[src/hw/rtl/rfd_pkg.sv]
package rfd_pkg;

    localparam int MAX_NODES  = 32;
    localparam int NODE_BITS  = $clog2(MAX_NODES);
    localparam int RING_BITS  = $clog2(MAX_NODES + 1);
    localparam int ADDR_BITS  = 2 * NODE_BITS;
    localparam int MEM_DEPTH  = MAX_NODES * MAX_NODES;
    localparam int COUNT_BITS = 16;
    localparam int CFG_BITS   = 6;
    localparam logic [CFG_BITS-1:0] NODES_RESET = CFG_BITS'(8);
    localparam logic [COUNT_BITS-1:0] COUNT_TOP = '1;

    typedef enum logic [1:0] {
        CMD_TEST   = 2'd0,
        CMD_FAIL   = 2'd1,
        CMD_REPAIR = 2'd2,
        CMD_NONE   = 2'd3
    } cmd_code_t;

    typedef enum logic [2:0] {
        KIND_TEST  = 3'd0,
        KIND_SKIP  = 3'd1,
        KIND_FAULT = 3'd2,
        KIND_REPAIR = 3'd3,
        KIND_ERROR = 3'd4
    } kind_t;

    typedef enum logic [1:0] {
        CLASS_IGNORE = 2'd0,
        CLASS_SIMPLE = 2'd1,
        CLASS_TEST   = 2'd2
    } item_class_t;

    // controller -> datapath
    typedef struct packed {
        logic clear;      // clearing pass step
        logic load;       // input transfer taken
        logic rd_entries; // read self and tested entries
        logic upd_self;   // write self entry, work out tested entry
        logic wr_tested;  // write tested entry, arm merge
        logic merge;      // merge sweep running
        logic out_test;   // load test result
        logic advance;    // step to next successor
    } rfd_cmd_t;

    // datapath -> controller
    typedef struct packed {
        logic        clear_done;
        item_class_t in_class;
        logic        tested_faulty;
        logic        merge_done;
        logic        walk_done;
    } rfd_status_t;

endpackage

[src/hw/rtl/rfd_ctrl.sv]
module rfd_ctrl (
    input  logic                clk,
    input  logic                rst_n,
    input  logic                in_valid,
    output logic                in_ready,
    input  logic                out_ready,
    output logic                out_valid,
    input  rfd_pkg::rfd_status_t stat,
    output rfd_pkg::rfd_cmd_t   cmd
);

    typedef enum logic [6:0] {
        ST_CLEAR = 7'b0000001,
        ST_IDLE  = 7'b0000010,
        ST_READ  = 7'b0000100,
        ST_SELF  = 7'b0001000,
        ST_WRE   = 7'b0010000,
        ST_MERGE = 7'b0100000,
        ST_OUT   = 7'b1000000
    } state_t;

    state_t state_reg, state_next;

    always_ff @(posedge clk or negedge rst_n)
    begin
        if (!rst_n)
        begin
            state_reg <= ST_CLEAR;
        end
        else
        begin
            state_reg <= state_next;
        end
    end

    assign in_ready  = (state_reg == ST_IDLE);
    assign out_valid = (state_reg == ST_OUT);

    always_comb
    begin
        state_next = state_reg;
        cmd        = '0;
        unique case (state_reg)
            ST_CLEAR:
            begin
                cmd.clear = 1'b1;
                if (stat.clear_done)
                begin
                    state_next = ST_IDLE;
                end
            end
            ST_IDLE:
            begin
                if (in_valid)
                begin
                    cmd.load = 1'b1;
                    if (stat.in_class == rfd_pkg::CLASS_SIMPLE)
                    begin
                        state_next = ST_OUT;
                    end
                    else if (stat.in_class == rfd_pkg::CLASS_TEST)
                    begin
                        state_next = ST_READ;
                    end
                end
            end
            ST_READ:
            begin
                cmd.rd_entries = 1'b1;
                state_next     = ST_SELF;
            end
            ST_SELF:
            begin
                cmd.upd_self = 1'b1;
                state_next   = ST_WRE;
            end
            ST_WRE:
            begin
                cmd.wr_tested = 1'b1;
                if (stat.tested_faulty)
                begin
                    cmd.out_test = 1'b1;
                    state_next   = ST_OUT;
                end
                else
                begin
                    state_next = ST_MERGE;
                end
            end
            ST_MERGE:
            begin
                cmd.merge = 1'b1;
                if (stat.merge_done)
                begin
                    cmd.out_test = 1'b1;
                    state_next   = ST_OUT;
                end
            end
            ST_OUT:
            begin
                if (out_ready)
                begin
                    if (stat.walk_done)
                    begin
                        state_next = ST_IDLE;
                    end
                    else
                    begin
                        cmd.advance = 1'b1;
                        state_next  = ST_READ;
                    end
                end
            end
            default:
            begin
                state_next = ST_CLEAR;
            end
        endcase
    end

endmodule

[config.mk]
export PLATFORM = sky130hd
export DESIGN_NAME = rfd_ctrl
export DESIGN_NICKNAME = d
export VERILOG_FILES = /design/src/hw/rtl/rfd_pkg.sv /design/src/hw/rtl/rfd_ctrl.sv
export SDC_FILE = /design/constraint.sdc
export NUM_CORES = 1
export LEC_CHECK = 0
export BUFFER_PORTS_ARGS = -buffer_cell sky130_fd_sc_hd__buf_2
export CAP_MARGIN = 20
export CORE_MARGIN = 5
export CORE_UTILIZATION = 40
export CTS_CLUSTER_DIAMETER = 200
export CTS_CLUSTER_SIZE = 10
export DETAILED_ROUTE_END_ITERATION = 12
export GPL_TIMING_DRIVEN = 0
export PLACE_DENSITY_LB_ADDON = 0.3
export SETUP_SLACK_MARGIN = 0.1
export SYNTH_ARGS = -nofsm -noshare
export SYNTH_HDL_FRONTEND = slang
export SYNTH_SLANG_ARGS = --single-unit
[constraint.sdc]
create_clock -name clk -period 4.5 [get_ports clk]
set_input_delay 0 -clock clk [delete_from_list [all_inputs] [get_ports clk]]
set_output_delay 0 -clock clk [all_outputs]
set_load 0.02 [all_outputs]
Word-level counts from Yosys, hierarchy flattened
Cells that the tools add are included.

Flip-flop bits (word level): 7. Bits of input ports: 10. Output and inout port bits: 10. Logic and storage cells: 38.

Equal/unequal tests: 14. Mux-type cells: 22. Reductions and logical operators: 1.

Operators with widths (count): $mux 7 (7); $pmux 7 s7 (1); $mux 1 (12); $ne 2x2->1 const B (4); $eq 7x1->1 const B (1); $eq 7x2->1 const B (1); $eq 7x3->1 const B (1); $eq 7x4->1 const B (1); $eq 7x5->1 const B (1); $eq 7x6->1 const B (1); $eq 7x7->1 const B (1); $reduce_and 5->1 (1); $mux 3 (1); $ne 3x1->1 const B (1); $eq 2x1->1 const B (1); $eq 2x2->1 const B (1); $pmux 1 s2 (1).

Depth between registers and ports, before layout
Gate-level depths: netlist of run 1.

Word-level depth: 5. Depth in mapped cells: 5. Depth with buffers taken out: 4.

Least setup slack after synthesis of run 1
Ideal clock, no wire load.

Path type: register to output. Start: reg state_reg[3]. End: out cmd[1] (netlist bit). Arrival: 1698 ps. Data required time: 4500 ps. Setup slack: 2802 ps. Cell stages (with the launch flop): 6. Buffers on the path: 1. Path through: dfrtp_1 buf_6 nor3_4 nand2_1 nor3_1 a22o_1.

RTL lines: from (decl) (RTL line rfd_ctrl.sv:22) `state_t state_reg, state_next;`; from (signal assigned) (RTL line rfd_ctrl.sv:32) `state_reg <= state_next;`; to (decl) (RTL line rfd_ctrl.sv:9) `output rfd_pkg::rfd_cmd_t cmd`.

==> results of run 1 <==
area by class of cell:
cell class                 count  area (µm²)
timing repair buffer          22       125.1
inverter                       8       30.03
clock buffer                   4       26.28
multi-input combinational     48       387.9
tap                           16       20.02
buffer                         3       33.78
sequential                     7       176.4
fill                         150       706.9
cells by family after synthesis:
family / after synthesis
buffers and inverters: 11
AO/OA/AOI/OAI: 14
multiplexers: 2
XOR/XNOR: 2
flip-flops: 7
AND/OR/NAND/NOR: 30
cells in the final DEF, fill, tap and decap left out, types with 2 or more instances in the layout:
master         instances
a22o_1                 2
nor3_1                 2
buf_2                 19
nor2_1                 7
nand2b_1               2
o32a_1                 2
nor3b_1                3
nand3_1                2
inv_1                  8
dlygate4sd3_1          3
clkbuf_4               3
a2111oi_2              2
and4b_2                2
and3_1                 3
buf_6                  3
xor2_1                 2
o211ai_2               2
nand2_1                3
dfrtp_1                6
through the flow:
step           instance area, µm²  total power [µW]  std cells
2_1_floorplan               628.1             211.5         66
4_1_cts                     799.5             309.8        108
5_1_grt                     799.5             332.3        108
6_report                    799.5             307.4        108
3_3_place_gp                743.2             245.0        101
3_5_place_dp                743.2             247.8        101
power by group through the flow:
stage          Sequential [µW]  Clock, µW  Combinational (µW)
2_1_floorplan             98.2          0                 113
3_3_place_gp               104          0                 141
3_5_place_dp               105          0                 143
4_1_cts                    104       60.2                 146
5_1_grt                    107       65.1                 161
6_report                   104       58.2                 145
worst paths after layout:
check	end	slack [ns]	depth (start not counted)
max in group asynchronous	state_reg[0]	4.16	2
min in group asynchronous	state_reg[1]	0.11	2
setup reg to reg	state_reg[1]	2.94	4
setup / recovery	cmd[0]	2.74	4
hold reg to reg	state_reg[3]	0.68	1
hold / removal	state_reg[2]	0.05	3
worst register-to-register path, stage by stage (launching register included):
cell and delay (ns):
dfstp_2 0.63, nand2b_1 0.10, o22a_1 0.21, o221ai_2 0.19
mux2_4 0.32
per-layer routing:
layer,vias to the layer above,track usage [%]
met5,-,0
met4,0,2.620
met3,2,5.723
met2,14,18.64
met1,247,13.39
li1,295,-
==> flow_summary.ini, run 1 <==
[floorplan]
core_area_um2 = 1506
die_w_um = 49.63
initial_core_util_pct = 41.69
die_y_um = 49.63
pin_count = 20
rows = 14
dieArea_um2 = 2463

[synth]
yosysWarnings = 0
synth_adder_area_share_pct = 0
syn-instance-count = 66
synth-simple-area-share_pct = 33.07
synth_seq_cells = 7
synth_xor_area_share_pct = 2.789
yosysSeqAreaShare_pct = 28.09
synth_area_leader_cell = dfrtp_1
synthFlopType = dfrtp_1
synthTopCellsByArea = dfrtp_1, buf_6, a2111oi_2
muxShareOfSynthArea_pct = 3.984
syn_nets = 76
synth_edf_count = 0
synth_area_um2 = 628.1
synth_top_area_share_pct = 23.90
synth_top_family_by_area = simple AND/OR/NAND/NOR gates
synth_common_cells = inv_1, nor2_1, dfrtp_1
synth.distinct_cells = 31
postSynthAreaPerCell_um2 = 9.517
synth_async_sr_flop_share_pct = 100.0
synth_most_common_cell = inv_1
synth_compound_area_share_pct = 21.91

[timing]
tightest_slew_ns = 0.3415
grt_setup_unrepaired = no
fin_ws_ns = 2.738
slew_violations = 0
setup_viol = 0
finalSetupTns_ns = 0
max-slew-margin-rel_pct = 77.19
post-route-period-util_pct = 39.15
period_minus_slack_ns = 1.762
worst_hold_slack_ns = 0.04990
fmax_mhz = 567.5
fin_worst_skew_ns = 0.006378
finalHoldViolCount = 0

[route]
drt_iter0_markers = 7
wl_met1_um = 643
wl_met2_um = 637
drc = 0
wl_met3_um = 100
viasPerCell = 5.167
drt-total-wl_mm = 1.390
first_pass_iters = 4
final_antenna_net_count = 0
wl_per_cell_um = 12.87
topRoutingLayerUsed = met4
vias = 558

[critical_path]
r2r_start = state_reg[0]
path_cells = nor4_4 -> nand3_1 -> nor3b_1 -> buf_2
cp-start-kind = register
cp-end-kind = output port
critPathLaunch = state_reg[1]
critPathKind = register to output port
cp.required_ns = 4.50
cpLargestDelayFamily = simple AND/OR/NAND/NOR gates
worst_path_largest_cell_delay_ns = 0.49
critical_path_arrival_ns = 1.76
crit_slowest_cell = dfrtp_1
worst-path-buf-inv = 1
cp_max_fo = 8

[layout]
largest_register_ffs = 7
drive_gt1_share_pct = 40.22
nNetsFinal = 103
diodes = 0
syn2layout_area_growth_pct = 27.29
utilization_pct = 53.07

[grt]
grt_pass1_wl_mm = 2.221
grt_pass1_vias = 527
overflow = 0
antenna_found_initial = 0
grt_max_degree = 11
grt_util_all_layers_pct = 11.48

[cts]
clk_latency_ns = 0.25
cts_buffers = 3
ctsResizeCount = 0
cts_tree = done
cts_sinks = 7
cts_hold_buf = 3
cts.htree.levels = 1
ctsRootBufferMaster = clkbuf_4
clkTransAtPathRegs_ns = 0.06
clockBufferDepth = 2
postCtsSetupBuffers = 0

[pwr]
sw_frac_of_total_pct = 40.39
comb_power_share_pct = 47.2
power_density_nw_per_um2 = 384.4
p_int_uw = 183.2
clockPowerShare_pct = 18.9
seqPwrFrac_pct = 33.8
switching_power_uw = 124.1
p_leak_uw = 0.0004030
vdd_drop_max_uv = 175.4

[outcome]
outcome = complete, no violations

[worst_hold_path]
hp-start = stat[0]
hold_path.class = input port to register

[place]
hpwl_mm = 1.087
post-place-ws_ns = 2.949
routabilityCongestion = 0.8019
port-buffer-count = 19

[run]
drv_cap = 0
(Power assumes the default switching activity.)
==> inputs of run 2 (changes only) <==
Clock period 4.5 ns to 1.4 ns, I/O delays scaled along.
==> run 2 against run 1 <==
The run now ends with negative setup slack left. Critical endpoint is now cmd[2]. Worst setup slack got worse by 3.0 ns. Clock power increased to 3.4 times the previous value. Largest cell class unchanged. Total power increased to 4.4 times the previous value. Critical path type unchanged. Core utilization increased by 22 points. Worst hold slack improved by 0.0097 ns.
==> flow_summary.ini, run 2 (synthesis results as in run 1) <==
[floorplan]
initial_core_util_pct = 41.69
rows = 14
dieArea_um2 = 2463
die_y_um = 49.63
die_w_um = 49.63
core_area_um2 = 1506
pin_count = 20

[critical_path]
worst_path_largest_cell_delay_ns = 0.49
r2r_cells = 6
critPathKind = register to output port
cp-end-kind = output port
cpLargestDelayFamily = simple AND/OR/NAND/NOR gates
cp-start-kind = register
cp.required_ns = 1.40
worst-path-buf-inv = 2
path_cells = nor2_2 -> nand2_2 -> nor3b_4 -> buf_4 -> buf_6
crit_cells = 5
cp_max_fo = 8
crit_slowest_cell = dfrtp_2
critical_path_arrival_ns = 1.65

[outcome]
outcome = finished, violations left
violations = negative setup slack

[timing]
post-route-period-util_pct = 117.7
finalHoldViolCount = 0
fin_ws_ns = -0.2476
tightest_slew_ns = 0.3500
worst_hold_slack_ns = 0.05959
period_minus_slack_ns = 1.648
setup_viol = 14
grt_setup_unrepaired = yes
fin_worst_skew_ns = 0.003068
slew_violations = 0
fmax_mhz = 607.0
max-slew-margin-rel_pct = 76.66

[grt]
grt_pass1_vias = 682
grt_pass1_wl_mm = 3.015
overflow = 0
grt_max_degree = 11
antenna_found_initial = 0
grt_util_all_layers_pct = 15.70

[pwr]
p_leak_uw = 0.0005212
switching_power_uw = 545.1
p_int_uw = 801.9
clockPowerShare_pct = 14.8
comb_power_share_pct = 59.6
vdd_drop_max_uv = 953.2
seqPwrFrac_pct = 25.6
sw_frac_of_total_pct = 40.47
fin_total_pwr_uw = 1347
power_density_nw_per_um2 = 1196

[route]
first_pass_iters = 4
vias = 708
drt_iter0_markers = 9
drt-total-wl_mm = 2.084
drc = 0
viasPerCell = 5.619
wl_per_cell_um = 16.54
final_antenna_net_count = 0

[layout]
multi_input_area_um2 = 505.5
diodes = 0
seq_area_um2 = 180.2
drive_gt1_share_pct = 67.27
fillers = 107
final_cell_mix = buf_4, buf_6, buf_2
largest_register_ffs = 7
syn2layout_area_growth_pct = 79.28
nNetsFinal = 121
layout_commonest_cell = buf_4

[worst_hold_path]
hold_depth = 3
hold_path.class = input port to register

[cts]
cts_buffers = 3
clkTransAtPathRegs_ns = 0.06
cts_sinks = 7
ctsRootBufferMaster = clkbuf_4
clk_latency_ns = 0.26
cts_tree = done
cts.htree.levels = 1
clockBufferDepth = 2

[run]
drv_cap = 0

[place]
routabilityCongestion = 0.7571
hpwl_mm = 1.108
port-buffer-count = 19
## run 2: cell types whose count changed in the layout (fill, tap and decap cells not counted), sizes merged
cell  before  now
buf       22   40
## run 2: path summary, 6_finish.rpt
| path | start | endpoint | slack (ns) |
|---|---|---|---|
| setup / recovery | state_reg[1] | cmd[2] | -0.25 |
| hold / removal | stat[2] | state_reg[5] | 0.06 |
| setup reg to reg | state_reg[3] | state_reg[6] | -0.22 |
| hold reg to reg | state_reg[2] | state_reg[3] | 0.71 |
| max in group asynchronous | rst_n | state_reg[0] | 1.05 |
| min in group asynchronous | rst_n | state_reg[5] | 0.11 |
## run 2: routing by layer
metal  wire length, µm  GRT usage [%]
met1               791          19.15
met2              1170          25.85
met3                74          3.313
met4                47          7.424
met5                 0              0
## run 2: what timing repair did
item | 4_1_cts | 5_1_grt
setup endpoints to repair | 15 | 16
hold buffers | 3 | 0
endpoints found under the hold margin | 9 | 0
pin swaps | 16 | 9
cloned | 0 | 0
resized for setup | 31 | 7
setup buffers | 13 | 7
## run 2: worst register-to-register path, cell delays in order (launching register included)
cell	delay, ns
dfrtp_1	0.37
buf_6	0.13
nor3_4	0.17
nand4b_1	0.25
buf_4	0.22
o32a_1	0.29
o22ai_1	0.12
## run 2: metrics by stage
step                      TNS (ns)  cell area (µm²)  std cells  utilization [%]  worst slack, ns
after floorplan           -0.05174            676.9         66                -         -0.05174
after global placement     -0.3112            792.0        101            52.57          -0.1557
after detailed placement   -0.3380            792.0        101            52.57          -0.1628
after CTS                   -1.683             1039        120            68.94          -0.2433
after global routing        -3.190             1126        126            74.75          -0.3355
final                       -2.311             1126        126            74.75          -0.2476
## run 2: power by group through the flow
stage	logic (µW)	clock network, µW	registers [µW]
global placement	482	0	338
global route	855	223	358
floorplan	389	0	321
finish	802	200	345
detailed placement	484	0	340
CTS	670	205	331
## run 2: layout make-up
cell class | count | share of cell area (%)
Clock buffer | 4 | 2.333
Buffer | 2 | 2.000
Timing Repair Buffer | 41 | 30.33
Tap cell | 16 | 1.778
Inverter | 8 | 2.667
Sequential cell | 7 | 16.00
Multi-Input combinational cell | 48 | 44.89
